File: config.mk
export PLATFORM = sky130hd
export DESIGN_NAME = phc_back
export DESIGN_NICKNAME = d
export VERILOG_FILES = /design/src/rtl/core/phc_pkg.sv /design/src/rtl/core/phc_back.sv
export SDC_FILE = /design/constraint.sdc
export NUM_CORES = 1
export LEC_CHECK = 0
export ABC_CLOCK_PERIOD_IN_PS = 6700
export BUFFER_PORTS_ARGS = -buffer_cell sky130_fd_sc_hd__buf_2
export CAP_MARGIN = 20
export CELL_PAD_IN_SITES_DETAIL_PLACEMENT = 1
export CELL_PAD_IN_SITES_GLOBAL_PLACEMENT = 1
export CORE_ASPECT_RATIO = 0.7
export CORE_MARGIN = 2
export CORE_UTILIZATION = 41
export CTS_CLUSTER_DIAMETER = 200
export DETAILED_ROUTE_END_ITERATION = 10
export PLACE_DENSITY = 0.95
export SYNTH_ARGS = -nofsm -noshare
export SYNTH_HDL_FRONTEND = slang
export SYNTH_SLANG_ARGS = --single-unit
File: constraint.sdc
create_clock -name clk -period 6.7 [get_ports clk]
set_input_delay 1.34 -clock clk [delete_from_list [all_inputs] [get_ports clk]]
set_output_delay 1.34 -clock clk [all_outputs]
set_load 0.05 [all_outputs]
File: src/rtl/core/phc_pkg.sv
// types, constants and the crc step for the packet header checker
// no dependencies
`timescale 1ns / 1ps

package phc_pkg;

	localparam int HEADER_BYTES = 14;
	localparam int CRC_FIELD_AT = 12;
	localparam int POS_W = $clog2(HEADER_BYTES);
	localparam int QUEUE_DEPTH = 2;
	localparam logic [15:0] CRC_INIT = 16'hFFFF;
	localparam logic [15:0] CRC_POLY = 16'h1021;

	typedef enum logic [2:0] {
		ST_OK          = 3'd0,
		ST_SHORT       = 3'd1,
		ST_BAD_MAGIC   = 3'd2,
		ST_BAD_VERSION = 3'd3,
		ST_TOO_LONG    = 3'd4,
		ST_CRC_MISMATCH = 3'd5
	} status_t;

	typedef enum logic [1:0] {
		CFG_MAGIC   = 2'd0,
		CFG_MAJOR   = 2'd1,
		CFG_MINOR   = 2'd2,
		CFG_P_LIMIT = 2'd3
	} cfg_reg_t;

	typedef struct packed {
		logic [7:0] data_byte;
		logic       end_of_buffer;
	} in_item_t;

	typedef struct packed {
		logic [15:0] magic_word;
		logic [7:0]  major_version;
		logic [7:0]  minor_version;
		logic [7:0]  message_type;
		logic [7:0]  flag_bits;
		logic [7:0]  source_node;
		logic [7:0]  dest_node;
		logic [15:0] sequence_number;
		logic [15:0] payload_length;
		logic [15:0] received_crc;
	} header_t;

	// one queued transaction for the back end
	typedef struct packed {
		logic        is_short;
		header_t     hdr;
		logic [15:0] calc_crc;
	} rec_t;

	typedef struct packed {
		status_t     status;
		logic [15:0] magic_word;
		logic [7:0]  major_version;
		logic [7:0]  minor_version;
		logic [7:0]  message_type;
		logic [7:0]  flag_bits;
		logic [7:0]  source_node;
		logic [7:0]  dest_node;
		logic [15:0] sequence_number;
		logic [15:0] payload_length;
		logic [15:0] received_crc;
	} out_item_t;

	// crc-16/ccitt-false, one byte, msb first
	function automatic logic [15:0] crc16_byte(input logic [15:0] crc, input logic [7:0] b);
		logic [15:0] c;
		c = crc ^ {b, 8'h00};
		for (int i = 0; i < 8; i++) begin
			c = c[15] ? ((c << 1) ^ CRC_POLY) : (c << 1);
		end
		return c;
	endfunction

endpackage

File: src/rtl/core/phc_back.sv
// back end: configuration registers, header checks and result register
// depends on phc_pkg
`timescale 1ns / 1ps

module phc_back (
	input  logic               clk,
	input  logic               arst_n,
	input  logic               cfg_write_en,
	input  logic [1:0]         cfg_index,
	input  logic [15:0]        cfg_data,
	input  logic               head_valid,
	input  phc_pkg::rec_t      head_rec,
	output logic               pop,
	output logic               out_valid,
	input  logic               out_ready,
	output phc_pkg::out_item_t out_item
);

	logic [15:0] magic_q;
	logic [7:0]  major_q;
	logic [7:0]  minor_q;
	logic [15:0] p_limit_q;

	logic               out_valid_q;
	phc_pkg::out_item_t out_q;
	phc_pkg::status_t   status;

	assign pop       = head_valid && (!out_valid_q || out_ready);
	assign out_valid = out_valid_q;
	assign out_item  = out_q;

	always_comb begin
		if (head_rec.is_short) begin
			status = phc_pkg::ST_SHORT;
		end else if (head_rec.hdr.magic_word != magic_q) begin
			status = phc_pkg::ST_BAD_MAGIC;
		end else if (head_rec.hdr.major_version != major_q ||
				head_rec.hdr.minor_version > minor_q) begin
			status = phc_pkg::ST_BAD_VERSION;
		end else if (head_rec.hdr.payload_length > p_limit_q) begin
			status = phc_pkg::ST_TOO_LONG;
		end else if (head_rec.calc_crc != head_rec.hdr.received_crc) begin
			status = phc_pkg::ST_CRC_MISMATCH;
		end else begin
			status = phc_pkg::ST_OK;
		end
	end

	always_ff @(posedge clk or negedge arst_n) begin
		if (!arst_n) begin
			magic_q   <= '0;
			major_q   <= '0;
			minor_q   <= '0;
			p_limit_q <= 16'hFFFF;
		end else if (cfg_write_en) begin
			case (phc_pkg::cfg_reg_t'(cfg_index))
				phc_pkg::CFG_MAGIC: begin
					magic_q <= cfg_data;
				end
				phc_pkg::CFG_MAJOR: begin
					major_q <= cfg_data[7:0];
				end
				phc_pkg::CFG_MINOR: begin
					minor_q <= cfg_data[7:0];
				end
				phc_pkg::CFG_P_LIMIT: begin
					p_limit_q <= cfg_data;
				end
				default: begin
				end
			endcase
		end
	end

	always_ff @(posedge clk or negedge arst_n) begin
		if (!arst_n) begin
			out_valid_q <= 1'b0;
		end else if (pop) begin
			out_valid_q <= 1'b1;
		end else if (out_ready) begin
			out_valid_q <= 1'b0;
		end
	end

	always_ff @(posedge clk) begin
		if (pop) begin
			out_q.status          <= status;
			out_q.magic_word      <= head_rec.hdr.magic_word;
			out_q.major_version   <= head_rec.hdr.major_version;
			out_q.minor_version   <= head_rec.hdr.minor_version;
			out_q.message_type    <= head_rec.hdr.message_type;
			out_q.flag_bits       <= head_rec.hdr.flag_bits;
			out_q.source_node     <= head_rec.hdr.source_node;
			out_q.dest_node       <= head_rec.hdr.dest_node;
			out_q.sequence_number <= head_rec.hdr.sequence_number;
			out_q.payload_length  <= head_rec.hdr.payload_length;
			out_q.received_crc    <= head_rec.hdr.received_crc;
		end
	end

endmodule

==> results.md, run 1 <==
- Routed Antenna Nets: 0
- Syn_area_per_cell: 17.53 µm²
- Worst Path Arrival: approximately 2.6 ns
- Number of DRC markers in iteration 0: 195
- Layout area overhead: 34.51%
- Row cnt: 38
- Setup CP Type: in -> out
- Worst r2r src: out_valid
- Clk buf depth: 2
- Area leader, netlist: edfxtp_1
- Tot GR Track Use: about a fifth
- Largest net degree at the start of global routing: 63
- Clk_lat worst skew: between 0.4 and 0.5 ns
- Final GP Congestion: slightly above 0.8
- Warnings, synthesis: 0
- Outcome: finished, final reports clean
- Syn nets: 540
- Internal power: around 0.0019 W
- Final Max Tran Viols: 0
- Vias in the first global route: ~4600
- Multi-input logic area: ~1600 µm²
- Ranking of synthesized cells by area: edfxtp_1, dfrtp_1, mux2_2
- PD cells: approximately 310 nW/µm²
- Startpoint Class: primary input
- CTS tree: done
- Fraction of the cycle the final worst path needs: about three fifths
- H-tree levels: 4
- Hold_sp: minor_q[2]
- Nets: between 800 and 900
- Dpl hpwl: between 10 and 15 mm
- Wire per inst: approximately 20 µm
- Initial Utilization: approximately two fifths
- Cell Count Post-Placement: 833
- Most frequent cells after synthesis: edfxtp_1, mux2_2, dfrtp_1
- Seq. cell area: 4700 µm²
- Die Wd: roughly 150 µm
- Slew @ Worst Pin: 0.8462 ns
- Dpl ws: around 2.8 ns
- Net Sw Frac: roughly 28%
- CP endpoint kind: output port
- Total number of vias: around 4200
- Final hold viol count: 0
- Synth top area share: between 50% and 60%
- Core Region: approximately 15000 µm²
- Post-synth ARST share: between 20 and 30%
- Mapped Area: approximately 6400 µm²
- Worst r2r dst: out_item[36]
- Die area: between 15000 and 20000 µm²
- Primary FF master, synth: edfxtp_1
- Cells after Synth: around 360
- Combinational cell fraction of total power: 16.9%
- Hold_buf cts: 0
- Class of the worst hold path: reg -> reg
- First-pass DRT Iterations: 4
- Clock power frac: approximately 37%
- Maximum resistive drop on vdd: around 0.22 mV
- Share of cells above drive strength 1: between 50% and 60%
- Clock skew: 0.01150 ns
- First-pass GRT wire length: 25.34 mm
- Worst EP required: about 5.4 ns
- Count leader, synth: edfxtp_1
- Fin cells: 866
- Final setup violation count: 0
- Max-Cap Viols: 0
- DRC: 0
- Crit Path Max Fanout: 55
- # clock sinks: 164
- CTS Buf Count: 17
- Final Critical Period: 3.898 ns
- Synth cell types: 32
- Post_cts resized: 0
- Seq cells post-synth: ~160
- R2R setup slack: around 4.4 ns
- R2R depth: 3
- Final WS setup: 2.802 ns
- Register area share after synthesis: 73.65%
- Antenna violations before repair: 2
- Number of post-CTS setup repair buffers: 0
- Hold path depth: 1
- Post-synth EDFFs: approximately 120
- Endpoint with the worst hold slack: minor_q[2]
- RSZ-0062 raised after global routing: no
- Number of port buffers: between 200 and 300
- Leakage: ~3.7 nW
- Setup TNS Final: 0 ns
- Grt ovf: 0
- Clock transition at path regs: 0.06 ns
- Final instance area: between 8000 and 9000 µm²
- Seq pwr share: between 40% and 50%
- Via density per instance: around 4.8
- Sw power: 0.0007560 W
- Post-Place Cell Area: 7985 µm²
- FILL cells: approximately 1600
- IO Count: 269
- Die height: 108.4 µm
- Slew headroom: between 40% and 50%
- Post-Route WL: about 17 mm
- Clk root buf: clkbuf_16
- Max Freq: about 260 MHz
==> cell type report <==
cell class	instances	area share (%)
sequential	164	54.75
multi-input combinational	173	18.38
timing repair buffer	271	15.89
clock buffer	17	4.956
tap	200	2.915
clock inverter	15	1.983
inverter	25	1.093
antenna	1	0.02915
==> placed cells by master, fill, tap and decap left out, drive strengths merged, types with 2 or more instances in the layout <==
| master | Yosys | final |
|---|---|---|
| buf | 2 | 271 |
| edfxtp | 115 | 115 |
| mux2 | 48 | 48 |
| dfrtp | 33 | 33 |
| inv | 25 | 30 |
| xor2 | 24 | 24 |
| ha | 24 | 24 |
| clkbuf | 0 | 17 |
| xnor2 | 16 | 16 |
| dfstp | 16 | 16 |
| nand4 | 10 | 10 |
| a21oi | 10 | 10 |
| nor4 | 8 | 8 |
| nand2 | 5 | 5 |
| clkinv | 0 | 5 |
| nand3 | 3 | 3 |
| o21ai | 3 | 3 |
| nor2 | 3 | 3 |
| o211ai | 3 | 3 |
| clkinvlp | 0 | 3 |
| nand2b | 2 | 2 |
| nand3b | 2 | 2 |
| nor2b | 2 | 2 |
| bufinv | 0 | 2 |
| and2 | 2 | 2 |
==> worst max path at each step <==
stage | slack (ns) | start | to | cells past startpoint
floorplan | 0.92 | out_ready | pop | 2
global placement | 2.84 | out_ready | pop | 4
detailed placement | 2.78 | out_ready | pop | 4
CTS | 2.78 | out_ready | pop | 4
global route | 2.69 | out_ready | pop | 4
finish | 2.80 | out_ready | pop | 4
==> power groups by stage <==
| stage | sequential [W] | clock [W] | combinational [W] |
|---|---|---|---|
| floorplan | 0.00140 | 0 | 0.000169 |
| global placement | 0.00126 | 0 | 0.000431 |
| detailed placement | 0.00127 | 0 | 0.000456 |
| CTS | 0.00125 | 0.00100 | 0.000460 |
| global route | 0.00126 | 0.00104 | 0.000490 |
| finish | 0.00125 | 0.000979 | 0.000453 |
==> routing by layer <==
layer | GRT usage (%) | up-vias | share of wire [%]
met5 | 0 | - | 0.18
met4 | 6.349 | 4 | 1.0
met3 | 7.455 | 17 | 7.1
met2 | 35.75 | 176 | 51
met1 | 24.34 | 2068 | 40
li1 | - | 1927 | -
==> kinds of logic after synthesis <==
kind of cell               share of synthesized area, %
DFF                                               73.65
AOI/OAI and AO/OA                                 2.431
xor gates and xnor gates                          5.490
adders and majority gates                         4.706
muxes                                             8.471
buffers and inverters                             1.667
and+or+nand+nor                                   3.588
==> worst max-delay path: stages <==
cell and delay, ns:
buf_2 0.07, nand2b_1 0.12, and2_4 0.63, buf_2 0.39
==> stage by stage <==
stage,hold slack [ns],util [%],total power [W]
after global placement,0.4933,52.00,0.001696
after detailed placement,0.4962,52.00,0.001728
final,0.5091,55.89,0.002682
after global routing,0.5310,55.87,0.002793
after CTS,0.5108,55.87,0.002715
after floorplan,0.4794,-,0.001567
==> registers in the layout (all words and copies together) (netlist names) <==
register / count
out_item: 115
magic_q: 16
p_limit_q: 16
major_q: 8
minor_q: 8
out_valid: 1
Note: power is estimated with default switching activity, not from simulation.
==> run 2, diff against run 1 <==
--- a/config.mk
+++ b/config.mk
@@ -5,17 +5,18 @@
 export SDC_FILE = /design/constraint.sdc
 export NUM_CORES = 1
 export LEC_CHECK = 0
-export ABC_CLOCK_PERIOD_IN_PS = 6700
+export ABC_AREA = 1
+export ABC_CLOCK_PERIOD_IN_PS = 4000
 export BUFFER_PORTS_ARGS = -buffer_cell sky130_fd_sc_hd__buf_2
 export CAP_MARGIN = 20
 export CELL_PAD_IN_SITES_DETAIL_PLACEMENT = 1
 export CELL_PAD_IN_SITES_GLOBAL_PLACEMENT = 1
 export CORE_ASPECT_RATIO = 0.7
 export CORE_MARGIN = 2
-export CORE_UTILIZATION = 41
+export CORE_UTILIZATION = 37
 export CTS_CLUSTER_DIAMETER = 200
 export DETAILED_ROUTE_END_ITERATION = 10
-export PLACE_DENSITY = 0.95
+export PLACE_DENSITY = 0.9
 export SYNTH_ARGS = -nofsm -noshare
 export SYNTH_HDL_FRONTEND = slang
 export SYNTH_SLANG_ARGS = --single-unit
==> constraint.sdc (replaced) <==
create_clock -name clk -period 4 [get_ports clk]
set_input_delay 0.8 -clock clk [delete_from_list [all_inputs] [get_ports clk]]
set_output_delay 0.8 -clock clk [all_outputs]
set_load 0.05 [all_outputs]
==> run 2 against run 1 <==
Compared with the run above:
- utilization is 5.1 points lower
- power is 64% higher
- via count is 12% higher
- wire length is 14% higher
- global-route usage hardly changed
- sequential share of layout area is 0.83 points lower
- final cell count is 18% higher
- flip-flop and latch count stayed put
- clock skew is 0.0047 ns lower
- area after synthesis is 1.7% higher
- synthesized cell count is 35% higher
- largest power group unchanged
==> results.md, run 2 <==
- Grt ovf: 0 (unchanged)
- Seq pwr share: 47.2% (+0.6 points)
- Slew @ Worst Pin: 0.7342 ns (-0.1120 ns)
- Met3 Use GR: 7.323% (-0.13 points)
- Most frequent cells in the layout: buf_2, edfxtp_1, nand2_1, inv_1, o21ai_1
- Worst r2r src: p_limit_q[15]
- Syn_area_per_cell: 13.24 µm² (-24%)
- Cells after Synth: 490 (+35%)
- Clk_lat worst skew: 0.42 ns (about the same)
- Clk root buf: clkbuf_16
- CP endpoint kind: output port
- Register area share after synthesis: 72.43% (-1.2 points)
- Clock skew: 0.006759 ns (-0.004740 ns)
- Synth cell types: 28 (-13%)
- Combinational cell fraction of total power: 17.4% (+0.5 points)
- Row cnt: 40 (+5.3%)
- Worst Path Arrival: 1.41 ns (-1.15 ns)
- Total number of vias: 4708 (+12%)
- Dpl hpwl: 14.81 mm (+14%)
- Post_cts resized: 0 (unchanged)
- R2R depth: 11 (+8)
- Initial Utilization: 37.80% (-3.8 points)
- Fraction of the cycle the final worst path needs: between 50 and 60%
- Setup CP Type: in -> out
- Wire per inst: 18.84 µm (-3.2%)
- Worst r2r dst: out_item[112]
- H-tree levels: 4 (unchanged)
- Die Wd: 162.3 µm (+6.0%)
- Clock power frac: 35.4% (-1.1 points)
- RSZ-0062 raised after global routing: no
- First-pass GRT wire length: 28.21 mm (+11%)
- DRC: 0 (unchanged)
- Seq cells post-synth: 164 (unchanged)
- Grt met2 use: 36.06% (+0.31 points)
- Area leader, netlist: edfxtp_1
- Die area: 18630 µm² (+12%)
- Clock transition at path regs: 0.07 ns (about the same)
- Leakage: 3.967 nW (+6.1%)
- Hold_buf cts: 0 (unchanged)
- GR Util met1: 24.39% (+0.056 points)
- Die height: 114.8 µm (+5.9%)
- Final Critical Period: roughly 2.2 ns
- PD cells: 503.2 nW/µm² (+61%)
- Class of the worst hold path: in -> async
- Final Max Tran Viols: 0 (unchanged)
- Crit path from: out_ready
- Final hold viol count: 0 (unchanged)
- Most frequent cells after synthesis: edfxtp_1, nand2_1, inv_1
- # clock sinks: 164 (unchanged)
- Number of DRC markers in iteration 0: 299 (+53%)
- Clk buf depth: 2 (unchanged)
- Startpoint Class: primary input
- Max Freq: 451.5 MHz
- Gr busiest metal: met2
- Share of cells above drive strength 1: 41.35% (-14 points)
- First-pass DRT Iterations: 4 (unchanged)
- Outcome: finished, final reports clean
- Count leader, synth: edfxtp_1
- Tot GR Track Use: 20.68% (+0.046 points)
- Largest register FFs: 115 (unchanged)
- Nets: 949 (+15%)
- Slew headroom: 51.05% (+7.6 points)
- Layout area overhead: 34.32%
- Maximum resistive drop on vdd: 0.2993 mV (+34%)
- Fin cells: 1018 (+18%)
- Sw power: 0.001285 W (+70%)
- Cell Count Post-Placement: 983 (+18%)
- CTS Buf Count: 17 (unchanged)
- Final GP Congestion: 0.7896 (-2.6%)
- Synth top area share: 53.22% (-0.90 points)
- Warnings, synthesis: 0 (unchanged)
- Final setup violation count: 0 (unchanged)
- Internal power: 0.003101 W (+61%)
- R2R setup slack: 1.93 ns (-2.45 ns)
- Largest net degree at the start of global routing: 116 (+84%)
- Routed Antenna Nets: 0 (unchanged)
- Worst EP required: 3.20 ns (-2.16 ns)
- CTS tree: done
- Critical path destination: pop
- Crit Path Max Fanout: 2 (-96%)
- Number of port buffers: 268 (unchanged)
- Max-Cap Viols: 0 (unchanged)
- Net Sw Frac: 29.30% (+1.1 points)
- IO Count: 269 (unchanged)
- Mapped Area: 6489 µm² (+1.7%)
- Post-Route WL: 19.18 mm (+14%)
- Setup TNS Final: 0 ns (unchanged)
- Number of post-CTS setup repair buffers: 0 (unchanged)
- Ranking of synthesized cells by area: edfxtp_1, dfrtp_1, dfstp_2
- Post-synth ARST share: 29.88% (unchanged)
- Syn nets: 666 (+23%)
- Commonest non-fill, non-tap cell in the layout: buf_2
- Antenna violations before repair: 3 (+1)
- Primary FF master, synth: edfxtp_1
- Vias in the first global route: 4913 (+5.8%)
- Via density per instance: 4.625 (-4.5%)
- Post-synth EDFFs: 115 (unchanged)
- Core Region: 17170 µm² (+12%)
==> run 2: stage by stage <==
| step | util (%) | cell area (µm²) | power [W] | hold WS, ns | setup slack [ns] |
|---|---|---|---|---|---|
| CTS | 50.58 | 8683 | 0.004434 | 0.4534 | 1.766 |
| detailed placement | 47.33 | 8124 | 0.002870 | 0.4705 | 1.575 |
| global placement | 47.33 | 8124 | 0.002815 | 0.4609 | 1.663 |
| floorplan | - | 6500 | 0.002591 | 0.4530 | 0.1800 |
| finish | 50.77 | 8716 | 0.004386 | 0.4485 | 1.785 |
| global route | 50.76 | 8713 | 0.004584 | 0.4871 | 1.749 |
==> run 2: layout make-up <==
| class | instances | area (µm²) |
|---|---|---|
| antenna | 1 | 2.502 |
| clock buffer | 18 | 429.2 |
| clock inverter | 14 | 130.1 |
| fill | 1896 | 8451 |
| inverter | 57 | 214.0 |
| multi-input combinational | 261 | 1553 |
| sequential | 164 | 4700 |
| tap | 231 | 289.0 |
| timing repair buffer | 272 | 1399 |
==> run 2: worst min-delay path by stage <==
stage	startpoint	end	slack [ns]
after floorplan	minor_q[5]	minor_q[5]	0.45
final	arst_n	minor_q[5]	0.45
after CTS	arst_n	magic_q[9]	0.45
after detailed placement	p_limit_q[8]	p_limit_q[8]	0.47
after global routing	arst_n	minor_q[5]	0.49
after global placement	p_limit_q[14]	p_limit_q[14]	0.46
==> run 2: cell families after synthesis <==
group,after synthesis,synth area share (%)
flip-flops,164,72.43
AND/OR/NAND/NOR,135,9.179
AO/OA/AOI/OAI,68,5.361
buffers and inverters,65,3.818
XOR/XNOR,34,4.589
adder cells (fa/ha/maj),24,4.628
==> run 2: per-layer routing <==
layer  up-vias  share of wire [%]
met1      2292                 40
met3        17                8.6
met4         4                1.1
met5         -               0.13
li1       2228                  -
met2       167                 51
==> run 2: critical path: stages <==
cell	delay, ns
buf_2	0.08
inv_1	0.06
a21oi_4	0.18
buf_2	0.29
==> run 2: power groups by stage <==
stage               combinational [W]  sequential (W)  clock [W]
finish                       0.000761         0.00207    0.00155
global route                 0.000833         0.00209    0.00166
CTS                          0.000769         0.00207    0.00159
detailed placement           0.000763         0.00211          0
global placement             0.000721         0.00209          0
floorplan                    0.000274         0.00232          0
